`src/rtl/g2pm_pkg.sv`:
```
// Shared types and constants of the 2x2 grid pattern matcher.
package g2pm_pkg;

    localparam int COLOR_W = 3;
    localparam int SIZE_W  = 7;
    localparam int CFG_IDX_W = 3;
    localparam int CFG_DATA_W = 7;
    localparam int POS_W   = 6;
    localparam int COUNT_W = 12;
    localparam int NUM_CELLS = 2;

    localparam logic [COUNT_W-1:0] COUNT_MAX = {COUNT_W{1'b1}};

    typedef logic [COLOR_W-1:0] color_t;

    // One column of the 2x2 window: the cell from the row above and the one below.
    typedef struct packed {
        color_t top;
        color_t bottom;
    } color_pair_t;

    typedef enum logic [CFG_IDX_W-1:0] {
        REG_GRID_WIDTH           = 3'd0,
        REG_GRID_HEIGHT          = 3'd1,
        REG_PATTERN_TOP_LEFT     = 3'd2,
        REG_PATTERN_TOP_RIGHT    = 3'd3,
        REG_PATTERN_BOTTOM_LEFT  = 3'd4,
        REG_PATTERN_BOTTOM_RIGHT = 3'd5
    } cfg_reg_t;

    localparam logic RESULT_MATCH = 1'b0;
    localparam logic RESULT_TOTAL = 1'b1;

endpackage

```
`src/rtl/g2pm_window_cell.sv`:
```
// One column cell of the 2x2 window chain: holds a colour pair and compares it.
module g2pm_window_cell
    import g2pm_pkg::*;
(
    input  logic        aclk,
    input  logic        aresetn,
    input  logic        advance,
    input  color_pair_t pair_in,
    input  color_pair_t pattern,
    output color_pair_t pair_out,
    output logic        hit
);

    color_t top_reg;
    color_t bottom_reg;

    always_ff @(posedge aclk) begin
        if (advance) begin
            top_reg <= pair_in.top;
        end
    end

    always_ff @(posedge aclk) begin
        if (!aresetn) begin
            bottom_reg <= '0;
        end else if (advance) begin
            bottom_reg <= pair_in.bottom;
        end
    end

    assign pair_out.top    = top_reg;
    assign pair_out.bottom = bottom_reg;
    assign hit = (top_reg == pattern.top) && (bottom_reg == pattern.bottom);

endmodule

```
`src/rtl/g2pm_line_buf.sv`:
```
// Line buffer holding the row above: one write port, one registered read port.
module g2pm_line_buf
    import g2pm_pkg::*;
#(
    parameter int DEPTH = 64,
    parameter int AW    = 6
) (
    input  logic          aclk,
    input  logic          wr_en,
    input  logic [AW-1:0] wr_addr,
    input  color_t        wr_data,
    input  logic [AW-1:0] rd_addr,
    output color_t        rd_data
);

    color_t mem [DEPTH];
    color_t rd_data_reg;

    always_ff @(posedge aclk) begin
        if (wr_en) begin
            mem[wr_addr] <= wr_data;
        end
    end

    always_ff @(posedge aclk) begin
        rd_data_reg <= mem[rd_addr];
    end

    assign rd_data = rd_data_reg;

endmodule

```
`src/rtl/grid_2x2_pattern_matcher_core.sv`:
```
// Top level of the 2x2 grid pattern matcher: counters, window chain and result stage.
//
//  channel  | handshake        | payload
//  ---------+------------------+-----------------------------------------------
//  s_       | s_valid/s_ready  | s_cell_color
//  m_       | m_valid/m_ready  | m_result_kind, m_match_column, m_match_row,
//           |                  | m_match_total, m_last_of_run
//  cfg_     | cfg_wr_en        | cfg_index, cfg_wr_data
//
//  One cell per clock while s_ready is high; the window stage feeds the result register.
//  A cell with a match and the frame total holds the result register for two beats.
//  The line buffer is read one column ahead, so each cell costs one read and one write.
//  aresetn (synchronous) clears counters, match count and pipeline valids;
//  the line buffer is left as it is and needs no clearing pass.
//  A stalled m_ready backs up through the window stage into s_ready.
module grid_2x2_pattern_matcher_core
    import g2pm_pkg::*;
#(
    parameter int MAX_WIDTH  = 64,
    parameter int MAX_HEIGHT = 64
) (
    input  logic                  aclk,
    input  logic                  aresetn,

    input  logic                  cfg_wr_en,
    input  logic [CFG_IDX_W-1:0]  cfg_index,
    input  logic [CFG_DATA_W-1:0] cfg_wr_data,

    input  logic                  s_valid,
    output logic                  s_ready,
    input  logic [COLOR_W-1:0]    s_cell_color,

    output logic                  m_valid,
    input  logic                  m_ready,
    output logic                  m_result_kind,
    output logic [POS_W-1:0]      m_match_column,
    output logic [POS_W-1:0]      m_match_row,
    output logic [COUNT_W-1:0]    m_match_total,
    output logic                  m_last_of_run
);

    localparam int CW = (MAX_WIDTH  > 1) ? $clog2(MAX_WIDTH)  : 1;
    localparam int RW = (MAX_HEIGHT > 1) ? $clog2(MAX_HEIGHT) : 1;

    // Configuration registers
    logic [SIZE_W-1:0] grid_width_reg;
    logic [SIZE_W-1:0] grid_height_reg;
    color_t            pat_tl_reg, pat_tr_reg, pat_bl_reg, pat_br_reg;

    always_ff @(posedge aclk) begin
        if (!aresetn) begin
            grid_width_reg  <= SIZE_W'(2);
            grid_height_reg <= SIZE_W'(2);
            pat_tl_reg      <= '0;
            pat_tr_reg      <= '0;
            pat_bl_reg      <= '0;
            pat_br_reg      <= '0;
        end else if (cfg_wr_en) begin
            unique case (cfg_index)
                REG_GRID_WIDTH:           grid_width_reg  <= cfg_wr_data;
                REG_GRID_HEIGHT:          grid_height_reg <= cfg_wr_data;
                REG_PATTERN_TOP_LEFT:     pat_tl_reg      <= cfg_wr_data[COLOR_W-1:0];
                REG_PATTERN_TOP_RIGHT:    pat_tr_reg      <= cfg_wr_data[COLOR_W-1:0];
                REG_PATTERN_BOTTOM_LEFT:  pat_bl_reg      <= cfg_wr_data[COLOR_W-1:0];
                REG_PATTERN_BOTTOM_RIGHT: pat_br_reg      <= cfg_wr_data[COLOR_W-1:0];
                default: ;
            endcase
        end
    end

    // Last column and row index in use, sizes saturated to 2..MAX
    logic [CW-1:0] w_last;
    logic [RW-1:0] h_last;

    always_comb begin
        if (grid_width_reg < SIZE_W'(2)) begin
            w_last = CW'(1);
        end else if (32'(grid_width_reg) > 32'(MAX_WIDTH)) begin
            w_last = CW'(MAX_WIDTH - 1);
        end else begin
            w_last = CW'(32'(grid_width_reg) - 32'd1);
        end
        if (grid_height_reg < SIZE_W'(2)) begin
            h_last = RW'(1);
        end else if (32'(grid_height_reg) > 32'(MAX_HEIGHT)) begin
            h_last = RW'(MAX_HEIGHT - 1);
        end else begin
            h_last = RW'(32'(grid_height_reg) - 32'd1);
        end
    end

    // Handshake
    logic a_valid_reg, a_valid_next;
    logic b_match_pend_reg, b_match_pend_next;
    logic b_total_pend_reg, b_total_pend_next;
    logic b_free, a_move, s_accept, m_pop;

    assign m_valid  = b_match_pend_reg || b_total_pend_reg;
    assign m_pop    = m_valid && m_ready;
    assign b_free   = !m_valid || (m_ready && (b_match_pend_reg ^ b_total_pend_reg));
    assign a_move   = a_valid_reg && b_free;
    assign s_ready  = !a_valid_reg || b_free;
    assign s_accept = s_valid && s_ready;

    // Column and row counters
    logic [CW-1:0] col_reg, col_next;
    logic [RW-1:0] row_reg, row_next;
    logic          last_col, last_row, frame_end;

    assign last_col  = col_reg >= w_last;
    assign last_row  = row_reg >= h_last;
    assign frame_end = last_col && last_row;

    always_comb begin
        col_next = col_reg;
        row_next = row_reg;
        if (s_accept) begin
            priority if (frame_end) begin
                col_next = '0;
                row_next = '0;
            end else if (last_col) begin
                col_next = '0;
                row_next = row_reg + RW'(1);
            end else begin
                col_next = col_reg + CW'(1);
            end
        end
    end

    always_ff @(posedge aclk) begin
        if (!aresetn) begin
            col_reg <= '0;
            row_reg <= '0;
        end else begin
            col_reg <= col_next;
            row_reg <= row_next;
        end
    end

    // Line buffer: write this beat's cell, prefetch the next column's entry
    color_t above_color;

    g2pm_line_buf #(
        .DEPTH (MAX_WIDTH),
        .AW    (CW)
    ) u_line_buf (
        .aclk    (aclk),
        .wr_en   (s_accept),
        .wr_addr (col_reg),
        .wr_data (s_cell_color),
        .rd_addr (col_next),
        .rd_data (above_color)
    );

    // Window chain: right cell takes the new column, left cell takes the right one
    color_pair_t chain [NUM_CELLS+1];
    color_pair_t cell_pattern [NUM_CELLS];
    logic [NUM_CELLS-1:0] cell_hit;

    assign chain[NUM_CELLS].top    = above_color;
    assign chain[NUM_CELLS].bottom = s_cell_color;
    assign cell_pattern[0] = '{top: pat_tl_reg, bottom: pat_bl_reg};
    assign cell_pattern[1] = '{top: pat_tr_reg, bottom: pat_br_reg};

    for (genvar k = 0; k < NUM_CELLS; k++) begin : g_cell
        g2pm_window_cell u_cell (
            .aclk     (aclk),
            .aresetn  (aresetn),
            .advance  (s_accept),
            .pair_in  (chain[k+1]),
            .pattern  (cell_pattern[k]),
            .pair_out (chain[k]),
            .hit      (cell_hit[k])
        );
    end

    // Window stage: position and flags of the cell held in the chain
    logic          a_check_reg;
    logic          a_frame_end_reg;
    logic [CW-1:0] a_col_reg;
    logic [RW-1:0] a_row_reg;

    always_comb begin
        a_valid_next = a_valid_reg;
        if (s_accept) begin
            a_valid_next = 1'b1;
        end else if (a_move) begin
            a_valid_next = 1'b0;
        end
    end

    always_ff @(posedge aclk) begin
        if (!aresetn) begin
            a_valid_reg <= 1'b0;
        end else begin
            a_valid_reg <= a_valid_next;
        end
    end

    always_ff @(posedge aclk) begin
        if (s_accept) begin
            a_check_reg     <= (col_reg != '0) && (row_reg != '0);
            a_frame_end_reg <= frame_end;
            a_col_reg       <= col_reg;
            a_row_reg       <= row_reg;
        end
    end

    // Match count and result stage
    logic               match;
    logic [COUNT_W-1:0] found_reg, found_next;
    logic [COUNT_W-1:0] found_bumped;
    logic [COUNT_W-1:0] b_count_reg;
    logic [POS_W-1:0]   b_col_reg, b_row_reg;

    assign match        = a_check_reg && (&cell_hit);
    assign found_bumped = (match && (found_reg != COUNT_MAX)) ? found_reg + COUNT_W'(1)
                                                              : found_reg;

    always_comb begin
        found_next        = found_reg;
        b_match_pend_next = b_match_pend_reg;
        b_total_pend_next = b_total_pend_reg;
        if (m_pop) begin
            if (b_match_pend_reg) begin
                b_match_pend_next = 1'b0;
            end else begin
                b_total_pend_next = 1'b0;
            end
        end
        if (a_move) begin
            b_match_pend_next = match;
            b_total_pend_next = a_frame_end_reg;
            found_next        = a_frame_end_reg ? '0 : found_bumped;
        end
    end

    always_ff @(posedge aclk) begin
        if (!aresetn) begin
            found_reg        <= '0;
            b_match_pend_reg <= 1'b0;
            b_total_pend_reg <= 1'b0;
        end else begin
            found_reg        <= found_next;
            b_match_pend_reg <= b_match_pend_next;
            b_total_pend_reg <= b_total_pend_next;
        end
    end

    always_ff @(posedge aclk) begin
        if (a_move) begin
            b_count_reg <= found_bumped;
            b_col_reg   <= POS_W'(a_col_reg);
            b_row_reg   <= POS_W'(a_row_reg);
        end
    end

    // Match report goes first, then the frame total
    assign m_result_kind  = b_match_pend_reg ? RESULT_MATCH : RESULT_TOTAL;
    assign m_match_column = b_match_pend_reg ? b_col_reg : '0;
    assign m_match_row    = b_match_pend_reg ? b_row_reg : '0;
    assign m_match_total  = b_count_reg;
    assign m_last_of_run  = !(b_match_pend_reg && b_total_pend_reg);

endmodule

```
`config.mk`:
```
export PLATFORM = sky130hd
export DESIGN_NAME = grid_2x2_pattern_matcher_core
export DESIGN_NICKNAME = d
export VERILOG_FILES = /design/src/rtl/g2pm_pkg.sv /design/src/rtl/g2pm_window_cell.sv /design/src/rtl/g2pm_line_buf.sv /design/src/rtl/grid_2x2_pattern_matcher_core.sv
export SDC_FILE = /design/constraint.sdc
export NUM_CORES = 1
export LEC_CHECK = 0
export BUFFER_PORTS_ARGS = -buffer_cell sky130_fd_sc_hd__buf_2
export CAP_MARGIN = 20
export CORE_AREA = 3 3 211 213
export DETAILED_ROUTE_END_ITERATION = 8
export DIE_AREA = 0 0 214 216
export PLACE_DENSITY = 0.43
export RECOVER_POWER = 100
export SLEW_MARGIN = 20
export SYNTH_ARGS = -nofsm -noshare
export SYNTH_HDL_FRONTEND = slang
export SYNTH_SLANG_ARGS = --single-unit
```
`constraint.sdc`:
```
create_clock -name aclk -period 8.35 [get_ports aclk]
set_input_delay 0 -clock aclk [delete_from_list [all_inputs] [get_ports aclk]]
set_output_delay 0 -clock aclk [all_outputs]
set_load 0.005 [all_outputs]
```
==> results of run 1 <==
==> worst max-delay path: stages, from the launching register on <==
cell	delay [ps]
dfxtp_1	550
inv_1	100
ha_1	320
a21o_2	260
o21ai_4	460
inv_4	310
o2111ai_1	480
and2_0	1350
buf_4	750
mux4_2	580
and2_0	170
or4_1	540
o41ai_1	100
a311oi_1	120
==> cells by family (layout without fill, tap and decap cells) <==
logic type      count (synthesis)  after routing  share of synthesized area, %
simple gates                  392            392                          13.7
compound gates                165            165                          8.80
buf+inv                        62            158                          2.15
flops                         298            298                          65.2
mux                            66             66                          5.78
fa+ha+maj                      21             21                          2.06
xor+xnor                       34             34                          2.33
==> final cells by class <==
cell class	instances	area, µm²
tap	585	732
clock buffer	41	951
clock inverter	25	287
fill	4280	27900
timing repair buffer	74	444
inverter	18	70.1
sequential	298	8330
multi-input combinational	678	4140
==> synth_stat cells (11+ instances only) <==
master      n
dfxtp_1    62
nand3_1    27
a21oi_1    60
nor2_1    133
clkbuf_1   26
or3_1      11
and2_1     19
inv_1      14
ha_1       21
xnor2_1    20
o21ai_0    19
edfxtp_1  236
nand2_1   140
xor2_1     14
mux2i_1    58
==> timing repair <==
| action | CTS | global route |
|---|---|---|
| endpoints found under the hold margin | 44 | 0 |
| endpoints found under the setup margin | 0 | 0 |
| hold buffers | 17 | 0 |
| resized for setup | 0 | 0 |
==> path summary, 6_finish.rpt <==
path / from / to / slack, ps / cells after the start
setup / recovery: b_match_pend_reg / u_line_buf.rd_data[2] / 2060 / 13
hold reg to reg: a_col_reg[4] / b_col_reg[4] / 420 / 0
hold / removal: cfg_wr_data[5] / grid_height_reg[5] / 270 / 4
setup reg to reg: b_match_pend_reg / u_line_buf.rd_data[2] / 2060 / 13
==> layer usage <==
metal	part of all wire [%]	vias up	wire length [µm]	GRT usage [%]
met5	0	-	0	0
met4	2.7	0	895	5.18
met3	4.1	49	1370	2.41
met2	46	177	15100	22.7
met1	48	4033	15800	19.7
li1	-	3979	-	-
==> power groups by stage <==
stage / logic, mW / clock network, mW / registers, mW
final: 0.365 / 1.63 / 1.66
after global routing: 0.403 / 1.74 / 1.66
after CTS: 0.377 / 1.69 / 1.66
after detailed placement: 0.370 / 0 / 1.69
after global placement: 0.369 / 0 / 1.69
after floorplan: 0.256 / 0 / 1.68
==> per-stage QoR <==
step / setup WS, ps / hold slack, ps / area, µm² / utilization, %
6_report: 2060 / 275 / 15000 / 34.9
5_1_grt: 1490 / 287 / 15000 / 34.9
4_1_cts: 3260 / 123 / 15000 / 35.0
3_5_place_dp: 3260 / 259 / 13600 / 31.8
3_3_place_gp: 3400 / 253 / 13600 / 31.8
2_1_floorplan: 4690 / 61.9 / 12800 / -
==> impl_metrics.toml, run 1 <==
[placed_design]
dp_hpwl_um = 20700
port_buffers = 45
dp.cells = 1636
routabilityCongestion = 0.771

[run_status]
violations = "max-capacitance violations, max-slew violations"
status = "finished, violations left"

[finish]
largest_reg_flops = 192
nNetsFinal = 1145
final_layout_size_suffix_gt1_share_pct = 9.88
final_cell_mix = "236 x edfxtp_1, 140 x nand2_1, 133 x nor2_1"
final_common_cell = "edfxtp_1"
num_antenna_cells = 0
syn_to_final_growth_pct = 17.1
fin_cells = 1719

[critical_path]
cp_max_fo = 49
start_kind = "flop"
crit_type = "flop to flop"
crit_arrival_ps = 6670
cp-end-kind = "flop"
crit_required_ps = 8720

[power_and_ir_drop]
power.leakage_nw = 5.13
power.density_nw_per_um2 = 244
power_mw = 3.66
power_frac_comb_pct = 10.0
p_sw_share_pct = 24.4
clkPwrFrac_pct = 44.6
vdd_drop_max_mv = 0.128
power_frac_seq_pct = 45.4
internal-power_mw = 2.76
switching_power_mw = 0.892

[timing]
fin_skew_ps = 25.3
min_period_over_period_pct = 75.4
rsz0062_at_grt = "no"
finalSetupViolCount = 0
setup_tns_ps = 0
fin_crit_ps = 6290
drv_slew = 278
maxSlewHeadroom_pct = -115
tightest_slew_ps = 3220
fmax_mhz = 159
finalHoldViolCount = 0

[floorplan]
coreArea_um2 = 42900
fp-row-count = 76
fp.dieW_um = 214
die_h_um = 216
start_util_pct = 29.8
fp.dieArea_um2 = 46200
ioPinCount = 46

[synth]
ys_seq_elements = 298
synth_flop_cell = "edfxtp_1"
synth_top_area_cell = "edfxtp_1"
synth.distinct_cells = 68
synth.avg_cell_area_um2 = 12.3
synth_area_um2 = 12800
synth_edf_count = 236
synthCells = 1038
synth_fp_nets = 1077
synth.area.top_cells = "edfxtp_1 55%, dfxtp_1 9.7%, mux2i_1 4.5%"
yosysSeqAreaShare_pct = 65.2
yosysWarnings = 0
async_flop_share_pct = 0
synth_top_area_share_pct = 55.5

[detailed_routing]
drcViolationCount = 0
drtIter0Drc = 688
drtAntennaViolNets = 0
via_per_inst = 4.79
vias = 8238
drt_wl_total_um = 33200
wl_per_cell_um = 19.3
firstDrtPassIters = 5

[clock_tree]
htree_levels = 2
post_cts_buffers = 0
clock_path_buffers = 3
clkTransAtPathRegs_ps = 60
clock-sinks = 298
clk_latency_ps = 540
cts_tree = "yes"
cts_buffers = 36
cts_root_buf = "clkbuf_16"

[global_route]
antenna_found_initial = 0
grt_pass1_wl_um = 50800
grt_pass1_vias = 8209
grt_max_degree = 66
overflow = 0
grt_util_all_layers_pct = 14.3

[worst_hold_path]
min_path_type = "primary input to flop"

[flow_run]
cap_viol_max_count = 6
(Power assumes the default switching activity.)
==> run 2: changes to the inputs <==
clock period = 6.6 ns   (was 8.35 ns; I/O delays follow)
==> impl_metrics.toml, run 2 (synthesis results as in run 1) <==
[clock_tree]
clock_path_buffers = 3
clk_latency_ps = 550
post_cts_resized = 0
postCtsHoldBufs = 17
clkTransAtPathRegs_ps = 60
cts_buffers = 36
htree_levels = 2
clock-sinks = 298
cts_tree = "yes"
cts_root_buf = "clkbuf_16"
post_cts_buffers = 0

[power_and_ir_drop]
clkPwrFrac_pct = 42.8
p_sw_share_pct = 24.6
power.leakage_nw = 5.11
switching_power_mw = 1.10
power_frac_seq_pct = 47.0
power_frac_comb_pct = 10.2
vdd_drop_max_mv = 0.202
internal-power_mw = 3.37
power.density_nw_per_um2 = 300
power_mw = 4.47

[detailed_routing]
drcViolationCount = 0
via_per_inst = 4.83
drtAntennaViolNets = 0
drt_wl_total_um = 33500
firstDrtPassIters = 6
wl_per_cell_um = 19.5
drtIter0Drc = 484
vias = 8285

[timing]
finalSetupViolCount = 0
fmax_mhz = 189
rsz0062_at_grt = "no"
setup_tns_ps = 0
drv_slew = 241
fin_skew_ps = 32.4
min_period_over_period_pct = 80.2
fin_crit_ps = 5290
whs_ps = 263
maxSlewHeadroom_pct = -114
finalHoldViolCount = 0
tightest_slew_ps = 3210

[finish]
fin_util_pct = 34.7
largest_reg_flops = 192
nNetsFinal = 1144
final_layout_size_suffix_gt1_share_pct = 9.81
num_antenna_cells = 0
syn_to_final_growth_pct = 16.6
final_common_cell = "edfxtp_1"
fin_cells = 1717
final_cell_mix = "236 x edfxtp_1, 140 x nand2_1, 133 x nor2_1"

[floorplan]
fp-row-count = 76
die_h_um = 216
fp.dieArea_um2 = 46200
coreArea_um2 = 42900
ioPinCount = 46
fp.dieW_um = 214
start_util_pct = 29.8

[global_route]
grt_pass1_wl_um = 51800
grt_util_all_layers_pct = 14.5
antenna_found_initial = 0
grt_max_degree = 66
overflow = 0
grt_pass1_vias = 8538

[critical_path]
start_kind = "flop"
cp_max_fo = 40
crit_arrival_ps = 5690
r2r_setup_slack_ps = 1310
worstRegToRegCells = 12
crit_type = "flop to flop"
worstReg2RegStart = "grid_width_reg[4]"
endpoint = "u_line_buf.rd_data[2]"
cp-end-kind = "flop"
crit_required_ps = 7000
r2r-end = "u_line_buf.rd_data[2]"
critical_path.startpoint = "grid_width_reg[4]"

[worst_hold_path]
hold_start = "cfg_wr_data[5]"
min_path_type = "primary input to flop"

[placed_design]
routabilityCongestion = 0.792
port_buffers = 45
dp.cells = 1635
dp_hpwl_um = 21200

[flow_run]
cap_viol_max_count = 4

[run_status]
violations = "max-capacitance violations, max-slew violations"
status = "finished, violations left"
-- run 2: per-stage QoR --
step                      cell area, µm²  setup WS, ps
final                              14900          1310
after global routing               14900           913
after CTS                          14900          1770
after detailed placement           13600          1760
after global placement             13600          1830
after floorplan                    12800          2940
-- run 2: worst min path at each step --
stage,cells past startpoint,slack (ps),end
2_1_floorplan,1,60,grid_height_reg[1]
3_3_place_gp,2,250,grid_height_reg[1]
6_report,4,260,grid_height_reg[5]
5_1_grt,4,280,grid_height_reg[5]
3_5_place_dp,2,260,grid_height_reg[1]
4_1_cts,4,120,g_cell[1].u_cell.bottom_reg[1]
-- run 2: worst max-delay path: stages, from the launching register on --
cell and delay (ps):
dfxtp_1 330, or4_1 580, nor2_1 220, or3_1 160, ha_1 220, nand2b_1 130
a21oi_1 310, o21ai_0 460, a21boi_2 1160, buf_4 570, mux4_2 380, a211oi_1 500
a311oi_1 90
-- run 2: layout make-up --
class	count	area, µm²
flip-flops and latches	298	8330
clock inverters	13	81.3
clock buffers	52	1080
inverters	18	70.1
multi-input cells	678	4160
well taps	585	732
repair buffers	73	440
fillers	4234	28000
-- run 2: power by group through the flow --
stage               sequential, mW  clock [mW]  combinational [mW]
finish                        2.10        1.91               0.455
floorplan                     2.12           0               0.324
detailed placement            2.14           0               0.460
global placement              2.14           0               0.459
CTS                           2.10        1.98               0.470
global route                  2.11        2.05               0.506
-- run 2: layer usage --
metal | GRT usage, % | vias to the layer above | part of all wire, %
met4 | 5.98 | 0 | 3.3
li1 | - | 3977 | -
met1 | 20.2 | 4030 | 47
met5 | 0 | - | 0
met3 | 2.48 | 65 | 4.9
met2 | 22.7 | 213 | 44
==> run 3: changes to the inputs <==
PLACE_DENSITY = 0.45   (was 0.43)
clock period = 4.4 ns   (was 6.6 ns; I/O delays follow)
==> impl_metrics.toml, run 3 (synthesis results as in run 1) <==
[run_status]
status = "finished, violations left"
violations = "max-capacitance violations, max-slew violations"

[timing]
tightest_slew_ps = 3270
finalSetupViolCount = 0
setup_tns_ps = 0
finalHoldViolCount = 0
fmax_mhz = 246
min_period_over_period_pct = 92.6
fin_skew_ps = 25.4
rsz0062_at_grt = "no"
maxSlewHeadroom_pct = -118
fin_crit_ps = 4070
drv_slew = 179

[flow_run]
cap_viol_max_count = 3

[finish]
final_cell_mix = "236 x edfxtp_1, 140 x nand2_1, 132 x nor2_1"
syn_to_final_growth_pct = 17.5
num_antenna_cells = 0
largest_reg_flops = 192
final_layout_size_suffix_gt1_share_pct = 10.1
final_common_cell = "edfxtp_1"
nNetsFinal = 1160

[critical_path]
crit_required_ps = 4820
crit_type = "flop to flop"
cp_slowest_stage_delay_ps = 590
cp_max_fo = 10
path_delay_family = "compound AO/OA/AOI/OAI gates"
cp_num_cells = 15
worstRegToRegCells = 15
r2r_setup_slack_ps = 330
r2r-end = "u_line_buf.rd_data[1]"
cp-end-kind = "flop"
start_kind = "flop"
crit_chain = "or4_1 > o21a_1 > nor2_1 > ha_1 > a21oi_1 > o21a_1 > o21ai_2 > a21boi_4 > buf_4 > mux2i_1 > o221ai_1 > nor4_1 > buf_4 > a31o_1 > a211oi_1"
cp_slowest_cell = "or4_1"
cp_num_buf_inv = 2
worstReg2RegStart = "grid_width_reg[4]"
crit_arrival_ps = 4490

[global_route]
met2_usage_pct = 23.1
grt_pass1_wl_um = 51600
antenna_found_initial = 0
grt_util_all_layers_pct = 14.5
grt_use_met1_pct = 19.5
busiest_layer = "met2"
grt_use_met3_pct = 2.89
overflow = 0
grt_max_degree = 66
grt_pass1_vias = 8481

[clock_tree]
clkTransAtPathRegs_ps = 60
cts_tree = "yes"
cts_buffers = 36
clk_latency_ps = 550
clock-sinks = 298
clock_path_buffers = 3
htree_levels = 2
cts_root_buf = "clkbuf_16"

[worst_hold_path]
min_path_type = "primary input to flop"
min_path_cells = 4
min_to = "grid_height_reg[3]"
hold_start = "cfg_wr_data[3]"

[detailed_routing]
drtIter0Drc = 649
wl_per_cell_um = 19.5
firstDrtPassIters = 5
drcViolationCount = 0
vias = 8331
drt_wl_total_um = 33900
via_per_inst = 4.81
drtAntennaViolNets = 0

[floorplan]
ioPinCount = 46
fp.dieW_um = 214
fp.dieArea_um2 = 46200
fp-row-count = 76
coreArea_um2 = 42900
die_h_um = 216
start_util_pct = 29.8

[placed_design]
dp_hpwl_um = 21800
routabilityCongestion = 0.862
port_buffers = 45

[power_and_ir_drop]
vdd_drop_max_mv = 0.287
power_mw = 6.72
power.density_nw_per_um2 = 448
power.leakage_nw = 5.15
[run 3: cell types whose count changed in the layout (fill, tap and decap cells not counted), moves of 4 or more]
| cell | before | now |
|---|---|---|
| buf_12 | 0 | 4 |
| clkbuf_1 | 25 | 34 |
| clkinv_1 | 6 | 10 |
| clkbuf_8 | 6 | 1 |
| buf_4 | 5 | 12 |
[run 3: final cells by class]
| type | count | area, µm² |
|---|---|---|
| Sequential cell | 298 | 8330 |
| Clock buffer | 47 | 952 |
| Timing Repair Buffer | 89 | 596 |
| Tap cell | 585 | 732 |
| Multi-Input combinational cell | 678 | 4170 |
| Clock inverter | 18 | 159 |
| Inverter | 18 | 70.1 |
| Fill cell | 4292 | 27900 |
[run 3: per-stage QoR]
| step | hold WS [ps] | util [%] | setup WS [ps] | instances | cell area [µm²] |
|---|---|---|---|---|---|
| final | 274 | 35.0 | 327 | 1733 | 15000 |
| after CTS | 139 | 35.1 | 128 | 1733 | 15100 |
| after global routing | 268 | 35.0 | 22.9 | 1733 | 15000 |
| after global placement | 249 | 32.1 | 210 | 1650 | 13800 |
| after floorplan | 61.9 | - | 737 | 1038 | 12800 |
| after detailed placement | 254 | 32.1 | 158 | 1650 | 13800 |
[run 3: how the worst max path moves through the flow]
stage / from / end / slack, ps
2_1_floorplan: grid_width_reg[4] / u_line_buf.rd_data[0] / 740
3_3_place_gp: grid_width_reg[4] / u_line_buf.rd_data[0] / 210
3_5_place_dp: grid_width_reg[4] / u_line_buf.rd_data[0] / 160
4_1_cts: grid_width_reg[4] / u_line_buf.rd_data[0] / 130
5_1_grt: grid_width_reg[4] / u_line_buf.rd_data[0] / 20
6_report: grid_width_reg[4] / u_line_buf.rd_data[1] / 330
[run 3: worst register-to-register path, stage by stage (launching register included)]
cell	delay, ps
dfxtp_1	340
or4_1	590
o21a_1	200
nor2_1	120
ha_1	280
a21oi_1	160
o21a_1	230
o21ai_2	180
a21boi_4	390
buf_4	280
mux2i_1	420
o221ai_1	170
nor4_1	290
buf_4	170
a31o_1	90
a211oi_1	40
[run 3: power breakdown]
group          switching [mW]  leakage, nW  total (mW)  internal [mW]
Sequential             0.0387         2.66        3.15           3.11
Clock                    1.16        0.541        2.81           1.65
Combinational           0.493         1.96       0.760          0.267
Total                    1.69         5.15        6.72           5.03
[run 3: timing repair]
item | in CTS | in global routing
endpoints found under the hold margin | 64 | 0
buffers inserted | 0 | 0
hold buffers | 18 | 0
setup endpoints to repair | 0 | 3
gates resized for setup | 0 | 3
[run 3: layer usage]
layer  vias up  wire length [µm]
li1       4006                 -
met3        58              1730
met5         -                 0
met2       208             15400
met4         0              1040
met1      4059             15700
